[src/hdl/kbc_pkg.sv]
// ----------------------------------------------------------------------------
// kbc_pkg
// Shared types, constants and round functions of the 32/64 block cipher.
// ----------------------------------------------------------------------------
package kbc_pkg;

   localparam int unsigned BLOCK_W     = 32;
   localparam int unsigned KEY_W       = 64;
   localparam int unsigned ROUNDS_PER_STAGE = 8;

   localparam logic [31:0] NLF_TABLE = 32'h3A5C742E;

   // register index, taken from csr_paddr[3]
   localparam logic REG_CIPHER_KEY = 1'b0;

   typedef enum logic {
      MODE_ENCRYPT = 1'b0,
      MODE_DECRYPT = 1'b1
   } mode_type;

   typedef struct packed {
      mode_type             mode;
      logic [BLOCK_W-1:0]   block;
   } item_type;

   function automatic logic [BLOCK_W-1:0] enc_round(input logic [BLOCK_W-1:0] x,
                                                    input logic kb);
      logic [4:0] idx;
      logic       fb;
      idx = {x[31], x[26], x[20], x[9], x[1]};
      fb  = NLF_TABLE[idx] ^ x[0] ^ x[16] ^ kb;
      return {fb, x[BLOCK_W-1:1]};
   endfunction

   function automatic logic [BLOCK_W-1:0] dec_round(input logic [BLOCK_W-1:0] x,
                                                    input logic kb);
      logic [4:0] idx;
      logic       fb;
      idx = {x[30], x[25], x[19], x[8], x[0]};
      fb  = NLF_TABLE[idx] ^ x[31] ^ x[15] ^ kb;
      return {x[BLOCK_W-2:0], fb};
   endfunction

endpackage

[src/hdl/kbc_round_stage.sv]
// ----------------------------------------------------------------------------
// kbc_round_stage
// One pipeline stage: a short run of encrypt or decrypt rounds, registered.
// ----------------------------------------------------------------------------
module kbc_round_stage #(
   parameter int unsigned ROUND_COUNT = 528,
   parameter int unsigned FIRST_STEP  = 0,
   parameter int unsigned STEPS       = 8
) (
   input  logic                        clock,
   input  logic                        reset,
   input  logic                        advance,
   input  logic                        valid_in,
   input  kbc_pkg::item_type           item_in,
   input  logic [kbc_pkg::KEY_W-1:0]   cipher_key,
   output logic                        valid_out,
   output kbc_pkg::item_type           item_out
);
   import kbc_pkg::*;

   logic     valid_ff;
   logic     valid_in_next;
   item_type item_ff;
   item_type item_in_next;

   // step j uses key bit j mod 64 going forward, key bit (ROUND_COUNT-1-j) mod 64 going back
   always_comb begin
      logic [BLOCK_W-1:0] x;
      x = item_in.block;
      for (int unsigned k = 0; k < STEPS; k++) begin
         if (item_in.mode == MODE_DECRYPT) begin
            x = dec_round(x, cipher_key[6'(ROUND_COUNT - 1 - FIRST_STEP - k)]);
         end else begin
            x = enc_round(x, cipher_key[6'(FIRST_STEP + k)]);
         end
      end
      item_in_next.mode  = item_in.mode;
      item_in_next.block = x;
   end

   assign valid_in_next = advance ? valid_in : valid_ff;

   always_ff @(posedge clock) begin
      if (reset) begin
         valid_ff <= 1'b0;
      end else begin
         valid_ff <= valid_in_next;
      end
   end

   always_ff @(posedge clock) begin
      if (advance) begin
         item_ff <= item_in_next;
      end
   end

   assign valid_out = valid_ff;
   assign item_out  = item_ff;

endmodule

[config.mk]
export PLATFORM = sky130hd
export DESIGN_NAME = kbc_round_stage
export DESIGN_NICKNAME = d
export VERILOG_FILES = /design/src/hdl/kbc_pkg.sv /design/src/hdl/kbc_round_stage.sv
export SDC_FILE = /design/constraint.sdc
export NUM_CORES = 1
export LEC_CHECK = 0
export ABC_CLOCK_PERIOD_IN_PS = 7550
export BUFFER_PORTS_ARGS = -buffer_cell sky130_fd_sc_hd__clkbuf_2
export CAP_MARGIN = 30
export CORE_AREA = 2 2 104 116
export DETAILED_ROUTE_END_ITERATION = 12
export DIE_AREA = 0 0 106 118
export PLACE_DENSITY = 0.75
export SLEW_MARGIN = 0
export SYNTH_ARGS = -nofsm -noshare
export SYNTH_HDL_FRONTEND = slang
export SYNTH_SLANG_ARGS = --single-unit
[constraint.sdc]
create_clock -name clock -period 7.55 [get_ports clock]
set_input_delay 1.51 -clock clock [delete_from_list [all_inputs] [get_ports clock]]
set_output_delay 1.51 -clock clock [all_outputs]
set_load 0.01 [all_outputs]
==> summary.md <==
| Metric | Value |
|---|---|
| WL per Instance | around 18 um |
| Die height | about 120 um |
| Clk_skew | 0 ps |
| Post-CTS Resized | 0 |
| DR DRC count | 0 |
| Final period utilization | 0.971 |
| Mapped Area | 5380 sq um |
| Fmax | roughly 140 MHz |
| Fill count | roughly 1100 |
| Int Pwr | 0.662 mW |
| Hpwl dp | between 10000 and 15000 um |
| Main synth FF type | edfxtp_1 |
| Max-Cap Viols | 0 |
| Net Sw Frac | 0.408 |
| Area leader, netlist | edfxtp_1 |
| Worst-Margin Slew | a little under 900 ps |
| Final hold violations | 0 |
| M2 GR Usage | 0.438 |
| GP Congestion | around 0.94 |
| Total gr overflow | 0 |
| Vias/cell | 6.23 |
| CTS Sinks | 34 |
| Kind of critical path | input pin to flip-flop |
| Root Driver | clkbuf_16 |
| Top post-synthesis cells by area | edfxtp_1 18%, nand2_1 8.0%, nor2_1 5.9% |
| Worst setup path start | item_in[1] |
| Drt pass-1 iters | 6 |
| Crit path max fanout | 12 |
| Final #Nets | between 900 and 1000 |
| Setup Buffers After CTS | 0 |
| Cell Rows | 41 |
| Worst vdd ir | 100 uV |
| Most frequent cells after synthesis | 114 x nand2_1, 84 x nor2_1, 42 x o21ai_0, 40 x clkbuf_1, 36 x a21oi_1 |
| I/O pins | between 100 and 150 |
| Mapped Nets | 840 |
| Clock share of power | 0.189 |
| Pre-CTS WS | -57.2 ps |
| Largest net degree at the start of global routing | 42 |
| Initial antenna violation count | 0 |
| Port buffer count | 86 |
| Final setup fails | 0 |
| HP Class | flip-flop to flip-flop |
| Avg Inst Size Synth | roughly 7.3 sq um |
| Worst Slack Setup Final | ~220 ps |
| Status | finished clean |
| Setup TNS | 0 ps |
| Starting Density | 0.474 |
| CTS Buf Count | 5 |
| Sequential fraction of design power | 0.218 |
| Top-area cell type share of the netlist area | 0.184 |
| Die Wd | roughly 110 um |
| Post-route ant nets | 0 |
| Clock buffer depth | 2 |
| CP startpoint kind | input pin |
| Synth cell types | slightly below 90 |
| Post-synth ARST share | 0 |
| Fin cells | a little under 1000 |
| Leakage | roughly 2.7 nW |
| R2R cell count | 2 |
| Crit path time final | 7330 ps |
| Arr. time, crit path | ~7300 ps |
| CP endpoint | item_out[31] |
| Number of synthesized flops with an enable pin | 33 |
| Pwr Total | 1.12 mW |
| Worst reg2reg setup slack | around 7000 ps |
| FF/Latch Area | a little over 1000 sq um |
| Cell Pwr Density | around 180 nW/um^2 |
| RR Endpoint | valid_out |
| Synth Instances | between 700 and 800 |
| Levels on crit path | 24 |
| Worst Setup End Kind | flip-flop |
| Via count | between 6000 and 7000 |
| Hold_buf cts | 0 |
| Placeable Area | between 10000 and 15000 sq um |
| Placed insts | ~980 |
| Switching pwr | 0.457 mW |
| CP required | 7560 ps |
| First-pass GRT wire length | 27100 um |
| Synth warnings | 0 |
| Fin. max-slew vios | 0 |
| Multi-input logic area | 4120 sq um |
| Area Growth Syn to Fin | 18.8% |
| Combinational share of power | 0.594 |
| Die footprint | roughly 13000 sq um |
| Crit path max-delay family | compound AO/OA/AOI/OAI gates |
| Antenna fix cells | 0 |
| Cell area after layout | between 6000 and 7000 sq um |
| CTS clk-pin slew, worst paths | about 50 ps |
| Slowest CP cell | a211oi_4 |
| Final core occ | 0.563 |
| R2r startpoint | valid_out |
| Most crowded layer after global routing | met2 |
| Vias in the first global route | 5255 |
| Seq cells post-synth | 34 |
| Area after DPL | roughly 6200 sq um |
| Iteration-0 DRC Markers | roughly 620 |
| Seq/Total Area, Yosys | 0.188 |
| Crit-path max cell delay | roughly 500 ps |
| Cell Chain, Critical Path | clkbuf_2, and3b_1, o21ai_1, nand3_1, xor2_2, o311ai_2, buf_4, nand4b_1, nand4_1, or3_4, mux2_4, nor3_1, o31ai_2, a211oi_4, mux2_2, a2111oi_0, a211oi_1, nor3_1, o31ai_1, buf_4, a221oi_1, and3_1, o21ai_1, xnor2_1 |
| Buf+Inv Stages, Crit Path | 3 |
| Max-slew headroom | 0.423 |
| Hold WS | 492 ps |
| Met1 Use GR | 0.362 |
| TritonCTS clock tree | done |
| Overall Global Routing Usage | 0.270 |
| H-tree depth | 2 |
| Most frequent cell after synthesis | nand2_1 |
| Skew-Pair Late Insertion Delay | approximately 280 ps |
| Share of cells above drive strength 1 | 0.237 |
| Met3 Use GR | 0.0277 |
| Final WL | 17500 um |
-- kinds of logic (layout without fill, tap and decap cells) --
family | after synthesis | in the layout | share of synthesized area
buffers and inverters | 69 | 164 | 0.0519
AND/OR/NAND/NOR | 337 | 337 | 0.305
flip-flops | 34 | 34 | 0.188
XOR/XNOR | 51 | 51 | 0.0945
AO/OA/AOI/OAI | 200 | 200 | 0.263
multiplexers | 48 | 48 | 0.0975
-- power by group through the flow --
stage,Combinational [mW],Clock (mW),Sequential (mW)
final,0.665,0.211,0.244
after global routing,0.716,0.220,0.246
after CTS,0.646,0.213,0.244
after detailed placement,0.643,0,0.248
after global placement,0.633,0,0.247
after floorplan,0.429,0,0.262
-- worst min path at each step --
stage | start | endpoint | slack, ps | cells after the start
floorplan | valid_out | valid_out | 530 | 2
global placement | valid_out | valid_out | 470 | 2
detailed placement | valid_out | valid_out | 490 | 2
CTS | valid_out | valid_out | 500 | 2
global route | valid_out | valid_out | 540 | 2
finish | valid_out | valid_out | 490 | 2
-- cells in the final DEF (no fill, tap or decap), types with 9 or more instances in the layout --
| master | n |
|---|---|
| a211oi_1 | 10 |
| a21oi_1 | 36 |
| and3_1 | 13 |
| buf_4 | 59 |
| clkbuf_2 | 85 |
| edfxtp_1 | 33 |
| inv_1 | 11 |
| mux2_2 | 12 |
| mux2i_1 | 29 |
| nand2_1 | 114 |
| nand2b_1 | 11 |
| nand3_1 | 20 |
| nand4_1 | 12 |
| nor2_1 | 84 |
| nor2b_1 | 11 |
| nor3_1 | 21 |
| o211ai_1 | 14 |
| o21ai_0 | 42 |
| o31ai_1 | 9 |
| xnor2_1 | 30 |
| xor2_1 | 16 |
-- registers in the layout, summed over array words and instances (netlist names) --
name       count
valid_out      1
item_out      33
-- layout make-up --
class / instances / area share
multi-input cells: 636 / 0.645
flip-flops and latches: 34 / 0.158
repair buffers: 144 / 0.136
well taps: 150 / 0.0294
clock buffers: 6 / 0.0217
inverters: 12 / 0.00764
clock inverters: 2 / 0.00196
-- worst reg2reg max path: cells and delay by family (launching register included) --
family / cells / cell delay [ps]
mux: 1 / 120
flops: 1 / 300
simple gates: 1 / 50
-- layer usage --
metal / wire (um) / vias to the layer above
li1: - / 2918
met1: 7070 / 2847
met2: 8180 / 310
met3: 1530 / 51
met4: 685 / 0
met5: 0 / -
(Power assumes the default switching activity.)
