File: src/hdl/kbc_pkg.sv
// ----------------------------------------------------------------------------
// kbc_pkg
// Shared types, constants and round functions of the 32/64 block cipher.
// ----------------------------------------------------------------------------
package kbc_pkg;

   localparam int unsigned BLOCK_W     = 32;
   localparam int unsigned KEY_W       = 64;
   localparam int unsigned ROUNDS_PER_STAGE = 8;

   localparam logic [31:0] NLF_TABLE = 32'h3A5C742E;

   // register index, taken from csr_paddr[3]
   localparam logic REG_CIPHER_KEY = 1'b0;

   typedef enum logic {
      MODE_ENCRYPT = 1'b0,
      MODE_DECRYPT = 1'b1
   } mode_type;

   typedef struct packed {
      mode_type             mode;
      logic [BLOCK_W-1:0]   block;
   } item_type;

   function automatic logic [BLOCK_W-1:0] enc_round(input logic [BLOCK_W-1:0] x,
                                                    input logic kb);
      logic [4:0] idx;
      logic       fb;
      idx = {x[31], x[26], x[20], x[9], x[1]};
      fb  = NLF_TABLE[idx] ^ x[0] ^ x[16] ^ kb;
      return {fb, x[BLOCK_W-1:1]};
   endfunction

   function automatic logic [BLOCK_W-1:0] dec_round(input logic [BLOCK_W-1:0] x,
                                                    input logic kb);
      logic [4:0] idx;
      logic       fb;
      idx = {x[30], x[25], x[19], x[8], x[0]};
      fb  = NLF_TABLE[idx] ^ x[31] ^ x[15] ^ kb;
      return {x[BLOCK_W-2:0], fb};
   endfunction

endpackage

File: src/hdl/kbc_out_buf.sv
// ----------------------------------------------------------------------------
// kbc_out_buf
// Output register with skid entry; holds the pipeline while it is full.
// ----------------------------------------------------------------------------
module kbc_out_buf (
   input  logic                          clock,
   input  logic                          reset,
   input  logic                          valid_in,
   input  logic [kbc_pkg::BLOCK_W-1:0]   block_in,
   output logic                          advance,
   output logic                          rsp_tvalid,
   input  logic                          rsp_tready,
   output logic [kbc_pkg::BLOCK_W-1:0]   rsp_tdata
);
   import kbc_pkg::*;

   logic               out_valid_ff, out_valid_in;
   logic [BLOCK_W-1:0] out_data_ff, out_data_in;
   logic               skid_valid_ff, skid_valid_in;
   logic [BLOCK_W-1:0] skid_data_ff, skid_data_in;
   logic               push;
   logic               pop;

   assign advance = !skid_valid_ff;
   assign push    = advance && valid_in;
   assign pop     = out_valid_ff && rsp_tready;

   always_comb begin
      out_valid_in  = out_valid_ff;
      out_data_in   = out_data_ff;
      skid_valid_in = skid_valid_ff;
      skid_data_in  = skid_data_ff;
      if (push) begin
         if (!out_valid_ff || pop) begin
            out_valid_in = 1'b1;
            out_data_in  = block_in;
         end else begin
            skid_valid_in = 1'b1;
            skid_data_in  = block_in;
         end
      end else if (pop) begin
         if (skid_valid_ff) begin
            out_data_in   = skid_data_ff;
            skid_valid_in = 1'b0;
         end else begin
            out_valid_in = 1'b0;
         end
      end
   end

   always_ff @(posedge clock) begin
      if (reset) begin
         out_valid_ff  <= 1'b0;
         skid_valid_ff <= 1'b0;
      end else begin
         out_valid_ff  <= out_valid_in;
         skid_valid_ff <= skid_valid_in;
      end
   end

   always_ff @(posedge clock) begin
      out_data_ff  <= out_data_in;
      skid_data_ff <= skid_data_in;
   end

   assign rsp_tvalid = out_valid_ff;
   assign rsp_tdata  = out_data_ff;

endmodule

File: config.mk
export PLATFORM = sky130hd
export DESIGN_NAME = kbc_out_buf
export DESIGN_NICKNAME = d
export VERILOG_FILES = /design/src/hdl/kbc_pkg.sv /design/src/hdl/kbc_out_buf.sv
export SDC_FILE = /design/constraint.sdc
export NUM_CORES = 1
export LEC_CHECK = 0
export ABC_CLOCK_PERIOD_IN_PS = 6900
export CAP_MARGIN = 25
export CELL_PAD_IN_SITES_DETAIL_PLACEMENT = 0
export CELL_PAD_IN_SITES_GLOBAL_PLACEMENT = 2
export CORE_UTILIZATION = 49
export CTS_CLUSTER_SIZE = 24
export DETAILED_ROUTE_END_ITERATION = 10
export DONT_BUFFER_PORTS = 1
export PLACE_DENSITY_LB_ADDON = 0.1
export SYNTH_ARGS = -nofsm -noshare
export SYNTH_HDL_FRONTEND = slang
export SYNTH_SLANG_ARGS = --single-unit
File: constraint.sdc
create_clock -name clock -period 6.9 [get_ports clock]
set_input_delay 0.345 -clock clock [delete_from_list [all_inputs] [get_ports clock]]
set_output_delay 0.345 -clock clock [all_outputs]
set_load 0.05 [all_outputs]
==> flow_metrics.py <==
metrics = {
    "run_status": {
        "status": "finished clean",
    },
    "clock_network": {
        "cts_buffer_depth": 2,
        "cts_buffers": 9,
        "hold_buffers": 0,
        "insertion_delay_ns": 0.32,
        "cts_tree": "done",
        "clock_sinks": 66,
        "path_clk_slew_ns": 0.07,
        "clockRootBuffer": "clkbuf_8",
        "cts_setup_buffers": 0,
        "ctsHtreeMaxLevel": 3,
        "cts_resized": 0,
    },
    "power": {
        "power_density_nw_per_um2": 331.2,
        "p_switching_uw": 234.1,
        "irDropWorstVdd_mv": 0.1414,
        "intPower_uw": 699.9,
        "swShare_pct": 25.06,
        "power_frac_comb_pct": 5.5,
        "clkPwrFrac_pct": 36.1,
        "power_uw": 934.0,
        "seqPwrFrac_pct": 58.4,
        "leakagePower_nw": 1.004,
    },
    "floorplan": {
        "dieArea_sq_um": 5549,
        "coreArea_sq_um": 5075,
        "ioPinCount": 70,
        "fp-row-count": 26,
        "chipWidth_um": 74.49,
        "die_h_um": 74.49,
        "initial_utilization_pct": 50.74,
    },
    "yosys": {
        "syn_area_sq_um": 2575,
        "syn_nets": 149,
        "synth_top_area_share_pct": 74.64,
        "yosysUniqueCellTypes": 17,
        "synthTopCellsByArea": "edfxtp_1 75%, mux2_4 16%, buf_12 2.3%",
        "synth_edf_count": 64,
        "ys_seq_elements": 66,
        "synth_common_cells": "64 x edfxtp_1, 28 x mux2_4, 4 x mux2_2",
        "synth.most_common_cell": "edfxtp_1",
        "ys.flop_type": "edfxtp_1",
        "async_reset_ff_share_pct": 0,
        "syn_area_per_cell_sq_um": 22.79,
        "yosys.area.top_type": "edfxtp_1",
        "synth.yosys.seq_area_share_pct": 76.19,
        "syn_inst": 113,
        "synth.yosys.warnings": 0,
    },
    "detailed_routing": {
        "routed_wl_um": 3716,
        "routed_via_density": 5.041,
        "dr.pass1.iters": 4,
        "drc": 0,
        "via_count": 993,
        "final_antenna_net_count": 0,
        "wl_per_cell_um": 18.86,
        "detail_route.iter0.violations": 42,
    },
    "sta": {
        "finalHoldViolations": 0,
        "slew_headroom_pct": 49.37,
        "finalSetupViolations": 0,
        "clock.fmax_mhz": 504.6,
        "fin_crit_ns": 1.982,
        "finalClockSkew_ns": 0.004424,
        "setup-tns-final_ns": 0,
        "tightest_slew_ns": 0.7594,
        "finalCritPeriodShare_pct": 28.72,
        "maxSlewViolCount": 0,
        "rsz0062_at_grt": "no",
    },
    "setup_path": {
        "reg2reg_depth": 2,
        "rrSetupSlack_ns": 4.92,
        "crit_fanout": 32,
        "crit_path_end_kind": "flip-flop",
        "critPathArrivalTime_ns": 1.94,
        "worstReg2RegEnd": "rsp_tdata[7]$_DFFE_PP_",
        "reg2reg_from": "rsp_tvalid$_SDFFE_PP0P_",
        "critical_path_class": "reg -> reg",
        "start_kind": "flip-flop",
        "worstPathRequired_ns": 6.86,
    },
    "placement": {
        "place_hpwl_um": 2429,
        "gp_congestion": 0.6695,
        "port_buffers": 0,
    },
    "global_route": {
        "use_met3_pct": 6.911,
        "antenna_found_initial": 0,
        "use_met1_pct": 15.20,
        "grt_busiest_layer": "met2",
        "met2_usage_pct": 21.72,
        "grt_max_degree": 35,
        "grt_pass1_vias": 1035,
        "globalRouteTotalUtil_pct": 14.04,
        "grt_remaining_overflow": 0,
        "grt_pass1_wl_um": 5278,
    },
    "min_path": {
        "hold_end": "skid_valid_ff$_SDFFE_PP0P_",
        "holdPathStages": 1,
        "hp-start": "reset",
        "hold_path_class": "in -> reg",
    },
    "job": {
        "cap_violations": 0,
    },
    "finish": {
        "antenna_cells": 0,
        "fillCellCount": 412,
        "layout.nets": 158,
        "drive_gt1_share_pct": 40.94,
        "area_growth_pct": 9.524,
    },
}
[power groups by stage]
stage / logic [mW] / registers, mW / clock network, mW
floorplan: 0.0500 / 0.551 / 0
global placement: 0.0504 / 0.554 / 0
detailed placement: 0.0525 / 0.555 / 0
CTS: 0.0527 / 0.547 / 0.345
global route: 0.0554 / 0.549 / 0.358
finish: 0.0512 / 0.546 / 0.337
[area by class of cell]
cell class	count	area (sq um)	area share, %
Multi-Input combinational cell	42	543.0	19.25
Tap cell	70	87.58	3.106
Timing Repair Buffer	2	15.01	0.5324
Inverter	1	3.754	0.1331
Clock buffer	10	127.6	4.525
Sequential cell	66	1962	69.57
Clock inverter	6	81.33	2.884
[through the flow]
stage               hold slack, ns  util (%)  area [sq um]  cells  setup slack (ns)
floorplan                   0.4243         -          2575    113             3.278
global placement            0.4272     51.45          2611    181             4.929
detailed placement          0.4318     51.45          2611    181             4.883
CTS                        0.08008     55.57          2820    197             4.872
global route               0.07876     55.57          2820    197             4.774
finish                     0.09512     55.57          2820    197             4.918
[cell usage in the layout, fill, tap and decap left out, types with 2 or more instances in the layout]
cell / count
buf_4: 2
bufinv_16: 2
clkbuf_8: 9
clkinv_2: 2
dfxtp_1: 2
edfxtp_1: 64
mux2_2: 4
mux2_4: 28
[metal layers]
layer | part of all wire, % | routed length (um)
met5 | 0 | 0
met4 | 1.6 | 58
met3 | 7.8 | 290
met2 | 51 | 1898
met1 | 40 | 1468
[worst max-delay path: stages, from the launching register on]
cell,delay (ns)
dfxtp_1,0.70
and2_1,0.24
o22a_2,0.66
[how the worst max path moves through the flow]
stage	cells after the start	start	to	slack, ns
floorplan	1	rsp_tvalid$_SDFFE_PP0P_	skid_data_ff[0]$_DFFE_PP_	3.28
global placement	2	rsp_tvalid$_SDFFE_PP0P_	rsp_tdata[1]$_DFFE_PP_	4.93
detailed placement	2	rsp_tvalid$_SDFFE_PP0P_	rsp_tdata[1]$_DFFE_PP_	4.88
CTS	2	rsp_tvalid$_SDFFE_PP0P_	rsp_tdata[28]$_DFFE_PP_	4.87
global route	2	rsp_tvalid$_SDFFE_PP0P_	rsp_tdata[5]$_DFFE_PP_	4.77
finish	2	rsp_tvalid$_SDFFE_PP0P_	rsp_tdata[7]$_DFFE_PP_	4.92
[flip-flops by register name (all words and copies together), names as in the netlist]
name / cells
skid_data_ff: 32
rsp_tvalid: 1
skid_valid_ff: 1
rsp_tdata: 32
[cell families (layout without fill, tap and decap cells)]
kind of cell / count (synthesis) / in the layout / synth area share [%]
buf+inv: 5 / 19 / 2.915
mux: 32 / 32 / 18.08
compound gates: 3 / 3 / 0.8260
simple gates: 7 / 7 / 1.992
flops: 66 / 66 / 76.19
No activity file was read; power rests on OpenSTA's default activity.
