`src/hdl/kbc_pkg.sv`:
```
// ----------------------------------------------------------------------------
// kbc_pkg
// Shared types, constants and round functions of the 32/64 block cipher.
// ----------------------------------------------------------------------------
package kbc_pkg;

   localparam int unsigned BLOCK_W     = 32;
   localparam int unsigned KEY_W       = 64;
   localparam int unsigned ROUNDS_PER_STAGE = 8;

   localparam logic [31:0] NLF_TABLE = 32'h3A5C742E;

   // register index, taken from csr_paddr[3]
   localparam logic REG_CIPHER_KEY = 1'b0;

   typedef enum logic {
      MODE_ENCRYPT = 1'b0,
      MODE_DECRYPT = 1'b1
   } mode_type;

   typedef struct packed {
      mode_type             mode;
      logic [BLOCK_W-1:0]   block;
   } item_type;

   function automatic logic [BLOCK_W-1:0] enc_round(input logic [BLOCK_W-1:0] x,
                                                    input logic kb);
      logic [4:0] idx;
      logic       fb;
      idx = {x[31], x[26], x[20], x[9], x[1]};
      fb  = NLF_TABLE[idx] ^ x[0] ^ x[16] ^ kb;
      return {fb, x[BLOCK_W-1:1]};
   endfunction

   function automatic logic [BLOCK_W-1:0] dec_round(input logic [BLOCK_W-1:0] x,
                                                    input logic kb);
      logic [4:0] idx;
      logic       fb;
      idx = {x[30], x[25], x[19], x[8], x[0]};
      fb  = NLF_TABLE[idx] ^ x[31] ^ x[15] ^ kb;
      return {x[BLOCK_W-2:0], fb};
   endfunction

endpackage

```
`src/hdl/kbc_csr.sv`:
```
// ----------------------------------------------------------------------------
// kbc_csr
// Register port holding the 64-bit cipher key.
// ----------------------------------------------------------------------------
module kbc_csr (
   input  logic                        clock,
   input  logic                        reset,
   input  logic                        csr_psel,
   input  logic                        csr_penable,
   input  logic                        csr_pwrite,
   input  logic [3:0]                  csr_paddr,
   input  logic [kbc_pkg::KEY_W-1:0]   csr_pwdata,
   output logic [kbc_pkg::KEY_W-1:0]   csr_prdata,
   output logic                        csr_pready,
   output logic [kbc_pkg::KEY_W-1:0]   cipher_key
);
   import kbc_pkg::*;

   logic [KEY_W-1:0] key_ff;
   logic [KEY_W-1:0] key_in;
   logic             key_sel;

   assign key_sel    = (csr_paddr[3] == REG_CIPHER_KEY);
   assign csr_pready = 1'b1;

   always_comb begin
      key_in = key_ff;
      if (csr_psel && csr_penable && csr_pwrite && csr_pready && key_sel) begin
         key_in = csr_pwdata;
      end
   end

   always_ff @(posedge clock) begin
      if (reset) begin
         key_ff <= '0;
      end else begin
         key_ff <= key_in;
      end
   end

   assign csr_prdata = key_sel ? key_ff : '0;
   assign cipher_key = key_ff;

endmodule

```
`config.mk`:
```
export PLATFORM = sky130hd
export DESIGN_NAME = kbc_csr
export DESIGN_NICKNAME = d
export VERILOG_FILES = /design/src/hdl/kbc_pkg.sv /design/src/hdl/kbc_csr.sv
export SDC_FILE = /design/constraint.sdc
export NUM_CORES = 1
export LEC_CHECK = 0
export ABC_AREA = 1
export BUFFER_PORTS_ARGS = -buffer_cell sky130_fd_sc_hd__buf_2
export CAP_MARGIN = 20
export CORE_MARGIN = 3
export CORE_UTILIZATION = 30
export CTS_CLUSTER_SIZE = 28
export DETAILED_ROUTE_END_ITERATION = 16
export HOLD_SLACK_MARGIN = 0.02
export PLACE_DENSITY = 0.61
export SETUP_SLACK_MARGIN = 0.15
export SLEW_MARGIN = 40
export SYNTH_ARGS = -nofsm -noshare
export SYNTH_HDL_FRONTEND = slang
export SYNTH_SLANG_ARGS = --single-unit
```
`constraint.sdc`:
```
create_clock -name clock -period 1.2 [get_ports clock]
set_clock_uncertainty 0.2 [all_clocks]
set_input_delay 0.24 -clock clock [delete_from_list [all_inputs] [get_ports clock]]
set_output_delay 0.24 -clock clock [all_outputs]
set_load 0.02 [all_outputs]
```
==> results of run 1 <==
-- critical path, delay by kind of cell (launching register included) --
family                 cells  cell delay (ns)
flip-flops                 1             0.36
AND/OR/NAND/NOR            1             0.14
buffers and inverters      2             0.18
-- cells by family after synthesis --
group | after synthesis | share of synthesized area, %
buffers and inverters | 164 | 21.76
flip-flops | 64 | 38.41
other | 1 | 0.1124
AND/OR/NAND/NOR | 324 | 39.72
-- per-stage QoR --
step | setup slack, ns | hold WS, ns | area, µm² | TNS (ns) | utilization [%]
floorplan | -0.02214 | 0.2231 | 3896 | -1.193 | -
global placement | -0.1834 | 0.2705 | 5059 | -16.72 | 47.93
detailed placement | -0.2099 | 0.2815 | 5059 | -18.48 | 47.93
CTS | -0.2170 | -0.002825 | 5981 | -17.62 | 56.66
global route | -0.3053 | 0.007407 | 6855 | -25.49 | 64.95
finish | -0.2484 | 0.01586 | 6855 | -18.69 | 64.95
-- power breakdown --
group | switching [W] | internal (W)
registers | 0.0000817 | 0.00220
logic | 0.000720 | 0.000652
clock network | 0.000847 | 0.00107
-- placed cells by master (no fill, tap or decap), drive strengths merged --
cell type     count
clkinvlp          2
dlymetal6s4s      1
nand2            66
conb              1
buf             265
nand3            64
clkinv            2
dlygate4sd3       1
clkbuf           14
bufinv            1
dfxtp            64
nor2            194
inv             132
-- final cells by class --
class,count,area [µm²]
fill,853,3700
timing repair buffer,270,2665
multi-input combinational,325,1909
sequential,64,1389
inverter,132,515.5
tap,136,170.2
clock buffer,11,151.4
clock inverter,5,55.05
-- final timing paths --
kind | endpoint | depth (start not counted) | slack [ns] | startpoint
max | csr_prdata[31] | 3 | -0.25 | cipher_key[31]$_SDFFE_PP0P_
min | cipher_key[51]$_SDFFE_PP0P_ | 5 | 0.02 | csr_pwdata[51]
max reg2reg | cipher_key[63]$_SDFFE_PP0P_ | 4 | 0.20 | cipher_key[63]$_SDFFE_PP0P_
min reg2reg | cipher_key[38]$_SDFFE_PP0P_ | 2 | 0.30 | cipher_key[38]$_SDFFE_PP0P_
-- routing by layer --
metal / track usage, % / vias up / part of all wire, %
li1: - / 2068 / -
met1: 18.80 / 1828 / 39
met2: 31.56 / 120 / 55
met3: 3.913 / 10 / 5.1
met4: 4.704 / 0 / 0.95
met5: 0 / - / 0
-- repair_timing --
action                                 in CTS  in global routing
setup buffers                               5                 44
resized for setup                         268                158
gates cloned                                0                  4
setup endpoints to repair                 128                136
endpoints found under the hold margin      46                  8
pin swaps                                   7                 58
==> flow_metrics.tcl, run 1 <==
set metrics [dict create \
    status "finished with violations" \
    violations "setup timing" \
    synthCells 553 \
    synth_fp_nets 626 \
    critPathCaptureType "output port" \
    port_buffers 197 \
    syn_to_final_growth_pct 105.5 \
    synth.ff_latch_count 64 \
    initial_core_util_pct 31.60 \
    cellPowerDensity_nw_per_um2 811.4 \
    drc 0 \
    synth_cell_types 14 \
    synth_edf_count 0 \
    largest_reg_flops 64 \
    post-synth-top-area-fraction_pct 38.41 \
    netlist_top_cells_area "dfxtp_1 38%, nor2_1 22%, inv_1 15%" \
    ys_seq_area_share_pct 38.41 \
    synth_area_um2 3336 \
    cp-start-kind "register" \
    synth_ff_type "dfxtp_1" \
    fin_cells 943 \
    critPathMaxStageDelay_ns 0.36 \
    total_power_w 0.005562 \
    grt_pass1_wl_um 17420 \
    path_class "register to output port" \
    maxSlewViolCount 0 \
    grt_max_degree 35 \
    drt_iter0_markers 154 \
    place_inst 872 \
    post-synth-top-area-cell "dfxtp_1" \
    timing.max_cap.violations 0 \
    htreeDepth 3 \
    place_hpwl_um 7417 \
    clock.fmax_mhz 690.4 \
    finalCritPeriodShare_pct 120.7 \
    antenna_cells 0 \
    ys_warn_count 0 \
    setup_viol 128 \
    rsz0062_at_grt "true" \
    final_nets 875 \
    cts_buffers 9 \
    track_usage_pct 16.78 \
    dieArea_um2 12420 \
    cts-root-buf "clkbuf_8" \
    drtAntennaViolNets 0 \
    cts_sinks 64 \
    die_h_um 111.4 \
    vias 4026 \
    drt-wirelength-per-cell_um 13.32 \
    pin_count 202 \
    drive_gt1_share_pct 66.17 \
    ctsHoldBuffers 2 \
    drt-total-wl_um 12570 \
    async_flop_share_pct 0 \
    fin_ws_ns -0.2484 \
    clockBufferDepth 2 \
    grt_pass1_vias 3659 \
    grt-ovfl-total 0 \
    max-vdd-ir-drop_mv 0.8870 \
    core-area_um2 10560 \
    vias_per_cell 4.269 \
    cp_cell_sequence "inv_2 > nor2_2 > buf_6" \
    ys_top_cells_by_count "192 x nor2_1, 129 x inv_1, 64 x dfxtp_1, 64 x nand2_1, 64 x nand3_1" \
    avgSynthCellArea_um2 6.032 \
    hp-class "input port to register" \
    p_leak_nw 3.228 \
    fin_crit_ns 1.448 \
    critPathRequiredTime_ns 0.76 \
    cp_slowest_cell "dfxtp_2" \
    worst-endpoint-arrival_ns 1.01 \
    num_rows 37 \
    cts_tree "yes" \
    die_w_um 111.4 \
    crit_fanout 3 \
    clk_latency_ns 0.32 \
    finalHoldViolCount 0 \
    clk_pin_slew_ns 0.08 \
    drtPass1Iterations 4 \
    synth.most_common_cell "nor2_1" \
    gp_congestion 0.7881 \
    antenna_found_initial 0 \
]
(Power assumes the default switching activity.)
==> run 2: changes to the inputs <==
--- a/config.mk
+++ b/config.mk
@@ -13,7 +13,7 @@
 export CTS_CLUSTER_SIZE = 28
 export DETAILED_ROUTE_END_ITERATION = 16
 export HOLD_SLACK_MARGIN = 0.02
-export PLACE_DENSITY = 0.61
+export PLACE_DENSITY = 0.6
 export SETUP_SLACK_MARGIN = 0.15
 export SLEW_MARGIN = 40
 export SYNTH_ARGS = -nofsm -noshare
==> flow_metrics.tcl, run 2 (synthesized netlist as in run 1, its figures left out) <==
set metrics [dict create \
    status "finished with violations" \
    violations "setup timing" \
    ff2ff_path_depth 5 \
    num_rows 37 \
    final_common_cell "buf_6" \
    critPathRequiredTime_ns 0.76 \
    crit_fanout 3 \
    antenna_found_initial 0 \
    fillerInstances 684 \
    port_buffers 197 \
    sw_frac_of_total_pct 28.98 \
    timing.rr.end "cipher_key[26]$_SDFFE_PP0P_" \
    cts_tree "yes" \
    reg2reg_from "cipher_key[26]$_SDFFE_PP0P_" \
    fin_crit_ns 1.460 \
    grt_pass1_wl_um 21160 \
    vias 4485 \
    critPathCaptureType "output port" \
    core-area_um2 10560 \
    cts_sinks 64 \
    clk_pin_slew_ns 0.08 \
    whs_path_depth 5 \
    drt_iter0_markers 222 \
    cp-start-kind "register" \
    pwr-share-seq_pct 36.4 \
    drtPass1Iterations 4 \
    final_nets 933 \
    clock.fmax_mhz 684.8 \
    drc 0 \
    rsz0062_at_grt "true" \
    p_leak_nw 3.678 \
    drt-wirelength-per-cell_um 15.55 \
    drive_gt1_share_pct 69.25 \
    cp_slowest_cell "dfxtp_2" \
    die_h_um 111.4 \
    drtAntennaViolNets 0 \
    critPathMaxStageDelay_ns 0.37 \
    initial_core_util_pct 31.60 \
    fin_ws_ns -0.2604 \
    cellPowerDensity_nw_per_um2 785.5 \
    total_power_w 0.006268 \
    htreeDepth 3 \
    clockBufferDepth 2 \
    path_class "register to output port" \
    cts-root-buf "clkbuf_8" \
    die_w_um 111.4 \
    grt-ovfl-total 0 \
    finalSetupTns_ns -19.87 \
    ff2ff_setup_slack_ns 0.11 \
    setup_viol 129 \
    most-common-layout-cells "170 x buf_6, 124 x nor2_1, 83 x inv_1" \
    antenna_cells 0 \
    worst-endpoint-arrival_ns 1.02 \
    syn_to_final_growth_pct 139.2 \
    finalHoldViolCount 0 \
    vias_per_cell 4.481 \
    cts_buffers 9 \
    p_sw_w 0.001817 \
    hp-class "input port to register" \
    drt-total-wl_um 15570 \
    grt_max_degree 33 \
    hold_end "cipher_key[57]$_SDFFE_PP0P_" \
    place_hpwl_um 7559 \
    p_comb_share_pct 28.4 \
    intPower_w 0.004451 \
    clkPwrFrac_pct 35.2 \
    track_usage_pct 20.85 \
    clk_latency_ns 0.33 \
    gp_congestion 0.8048 \
    maxSlewViolCount 0 \
    max-vdd-ir-drop_mv 0.6954 \
    pin_count 202 \
    hp-start "csr_pwdata[57]" \
    cp_cell_sequence "inv_2 > nor2_4 > buf_6" \
    dieArea_um2 12420 \
    largest_reg_flops 64 \
    finalCritPeriodShare_pct 121.7 \
    grt_pass1_vias 4162 \
    timing.max_cap.violations 0 \
]
==> run 2: cell types whose count changed in the layout (fill, tap and decap cells not counted), moves of 7 or more <==
cell     previous run  this run
buf_16              0        11
buf_4              32        43
buf_6             152       170
nand2_1            63        52
nand2_2             3        12
nand3_4             1         9
nor2_2             45        38
nor2_4             22        34
==> run 2: power groups by stage <==
stage                     Sequential (W)  Clock, W  Combinational (W)
after global placement           0.00231         0            0.00102
after floorplan                  0.00239         0           0.000584
after CTS                        0.00229   0.00224            0.00148
after detailed placement         0.00231         0            0.00103
after global routing             0.00229   0.00235            0.00189
final                            0.00228   0.00221            0.00178
==> run 2: final cells by class <==
| class | count | area [µm²] | share of cell area [%] |
|---|---|---|---|
| Timing Repair Buffer | 325 | 3531 | 44.25 |
| Clock inverter | 4 | 75.07 | 0.9409 |
| Tap cell | 136 | 170.2 | 2.133 |
| Inverter | 132 | 520.5 | 6.523 |
| Sequential cell | 64 | 1389 | 17.41 |
| Multi-Input combinational cell | 328 | 2128 | 26.67 |
| Clock buffer | 12 | 165.2 | 2.070 |
==> run 2: through the flow <==
stage	hold WS (ns)	util (%)	area, µm²	setup slack, ns	std cells
3_5_place_dp	0.2794	48.02	5069	-0.4718	875
4_1_cts	-0.0005080	64.97	6858	-0.2120	943
3_3_place_gp	0.2709	48.02	5069	-0.4462	875
5_1_grt	0.03125	75.59	7979	-0.2958	1001
6_report	0.01211	75.59	7979	-0.2604	1001
2_1_floorplan	0.2231	-	3896	-0.02214	553
==> run 2: per-layer routing <==
layer	global-route usage, %	up-vias	routed length [µm]
met3	4.402	19	882
met2	36.39	163	8483
met4	6.083	0	201
li1	-	2200	-
met5	0	-	0
met1	25.88	2103	5998
==> run 2: worst max-delay path: cells and delay by family, from the launching register on <==
family,cells,cell delay (ns)
buffers and inverters,2,0.19
flip-flops,1,0.37
AND/OR/NAND/NOR,1,0.12
==> run 2: worst max-delay path by stage <==
stage / start / endpoint / slack [ns] / cells after the start
finish: cipher_key[33]$_SDFFE_PP0P_ / csr_prdata[33] / -0.26 / 3
global route: cipher_key[33]$_SDFFE_PP0P_ / csr_prdata[33] / -0.30 / 3
CTS: cipher_key[58]$_SDFFE_PP0P_ / csr_prdata[58] / -0.21 / 3
detailed placement: csr_penable / cipher_key[19]$_SDFFE_PP0P_ / -0.47 / 5
global placement: csr_paddr[3] / cipher_key[8]$_SDFFE_PP0P_ / -0.45 / 6
floorplan: csr_paddr[3] / csr_prdata[12] / -0.02 / 3
==> run 2: repair_timing <==
item / CTS / global route
cloned: 16 / 2
hold buffers: 6 / 0
resized for setup: 309 / 189
pin swaps: 25 / 50
setup endpoints to repair: 192 / 185
setup buffers: 30 / 56
endpoints found under the hold margin: 39 / 0
==> run 3: changes to the inputs <==
==> constraint.sdc (replaced) <==
create_clock -name clock -period 1.55 [get_ports clock]
set_clock_uncertainty 0.2 [all_clocks]
set_input_delay 0.31 -clock clock [delete_from_list [all_inputs] [get_ports clock]]
set_output_delay 0.31 -clock clock [all_outputs]
set_load 0.02 [all_outputs]
==> flow_metrics.tcl, run 3 (synthesized netlist as in run 1, its figures left out) <==
set metrics [dict create \
    htreeDepth 3 \
    critPathRequiredTime_ns 1.04 \
    max-vdd-ir-drop_mv 0.4861 \
    p_leak_nw 2.859 \
    port_buffers 197 \
    drt-wirelength-per-cell_um 12.47 \
    die_h_um 111.4 \
    whs_path_depth 5 \
    hp-class "input port to register" \
    final_nets 827 \
    drtPass1Iterations 6 \
    fin_crit_ns 1.547 \
    cp-start-kind "input port" \
    syn_to_final_growth_pct 68.19 \
    drt-total-wl_um 11160 \
    clockBufferDepth 2 \
    total_power_w 0.004254 \
    drive_gt1_share_pct 52.96 \
    dieArea_um2 12420 \
    setup_viol 0 \
    grt_pass1_wl_um 17090 \
    grt_use_met2_pct 29.71 \
    timing.rr.end "cipher_key[12]$_SDFFE_PP0P_" \
    most-common-layout-cells "147 x nor2_1, 87 x buf_2, 80 x inv_1" \
    rsz0062_at_grt "true" \
    die_w_um 111.4 \
    drc 0 \
    timing.max_cap.violations 0 \
    ff2ff_path_depth 4 \
    critPathCaptureType "output port" \
    vias 3784 \
    crit_fanout 13 \
    multi_input_area_um2 1536 \
    hold_end "cipher_key[4]$_SDFFE_PP0P_" \
    cts-root-buf "clkbuf_8" \
    fin_cells 895 \
    antenna_found_initial 0 \
    cts_buffers 9 \
    holdWs_ns 0.07853 \
    register_area_um2 1376 \
    clk_pin_slew_ns 0.08 \
    finalHoldViolCount 0 \
    grt-ovfl-total 0 \
    pin_count 202 \
    vias_per_cell 4.228 \
    track_usage_pct 16.45 \
    final_util_pct 53.15 \
    cellPowerDensity_nw_per_um2 758.2 \
    maxSlewViolCount 0 \
    fillerInstances 1014 \
    status "finished clean" \
    clock.fmax_mhz 646.2 \
    drtAntennaViolNets 0 \
    grt.busiest_layer "met2" \
    initial_core_util_pct 31.60 \
    cts_tree "yes" \
    reg2reg_from "cipher_key[12]$_SDFFE_PP0P_" \
    clk_latency_ns 0.34 \
    num_rows 37 \
    antenna_cells 0 \
    core-area_um2 10560 \
    cts_sinks 64 \
    finalCritPeriodShare_pct 99.83 \
    place_hpwl_um 6668 \
    gr-usage-met3_pct 4.457 \
    ff2ff_setup_slack_ns 0.54 \
    grt_max_degree 65 \
    use_met1_pct 19.26 \
    hp-start "csr_pwdata[4]" \
    gp_congestion 0.8035 \
    final_common_cell "nor2_1" \
    drt_iter0_markers 213 \
    place_inst 862 \
    worst-endpoint-arrival_ns 1.04 \
    path_class "input port to output port" \
    grt_pass1_vias 3616 \
    largest_reg_flops 64 \
]
[run 3: changes by cell type in the layout (fill, tap and decap cells not counted), sizes merged]
cell         previous run  this run
buf                   315       221
dlygate4sd3             6         0
nor2                  197       194
bufbuf                  2         0
clkbuf                 14        13
clkinv                  0         1
clkinvlp                2         1
[run 3: metrics by stage]
| step | setup TNS [ns] | worst slack (ns) | instance area (µm²) |
|---|---|---|---|
| after global placement | -10.21 | -0.1729 | 4384 |
| final | 0 | 0.002576 | 5610 |
| after CTS | 0 | 0.03632 | 5095 |
| after global routing | -0.1118 | -0.04916 | 5610 |
| after detailed placement | -11.57 | -0.2106 | 4384 |
| after floorplan | 0 | 0.1162 | 3336 |
[run 3: how the worst max path moves through the flow]
stage | startpoint | to | slack, ns | depth (start not counted)
2_1_floorplan | csr_paddr[3] | csr_prdata[10] | 0.12 | 3
3_3_place_gp | csr_paddr[3] | cipher_key[56]$_SDFFE_PP0P_ | -0.17 | 6
3_5_place_dp | csr_paddr[3] | cipher_key[13]$_SDFFE_PP0P_ | -0.21 | 6
4_1_cts | cipher_key[16]$_SDFFE_PP0P_ | csr_prdata[16] | 0.04 | 3
5_1_grt | cipher_key[29]$_SDFFE_PP0P_ | csr_prdata[29] | -0.05 | 3
6_report | csr_paddr[3] | csr_prdata[47] | 0.003 | 5
[run 3: final cells by class]
class,instances,share of cell area (%)
flip-flops and latches,64,24.53
inverters,132,8.876
multi-input cells,325,27.39
clock buffers,12,2.765
clock inverters,4,1.360
well taps,136,3.033
repair buffers,222,32.05
[run 3: critical path: stages]
cell and delay (ns):
buf_6 0.11, buf_12 0.14, buf_12 0.15, nor2_1 0.15, buf_4 0.16
[run 3: per-layer routing]
layer	vias up	wire (µm)
li1	1972	-
met1	1659	4593
met2	146	5705
met3	7	792
met4	0	67
met5	-	0
[run 3: power breakdown]
group | switching, W | leakage, nW | internal, W
clock | 0.000663 | 0.113 | 0.000998
sequential | 0.0000571 | 0.552 | 0.00171
combinational | 0.000468 | 2.20 | 0.000362
[run 3: timing repair]
| action | 4_1_cts | 5_1_grt |
|---|---|---|
| hold buffers | 0 | 0 |
| cloned | 2 | 1 |
| resized for setup | 181 | 172 |
| setup endpoints to repair | 111 | 113 |
| pin swaps | 2 | 21 |
| buffers inserted | 4 | 9 |
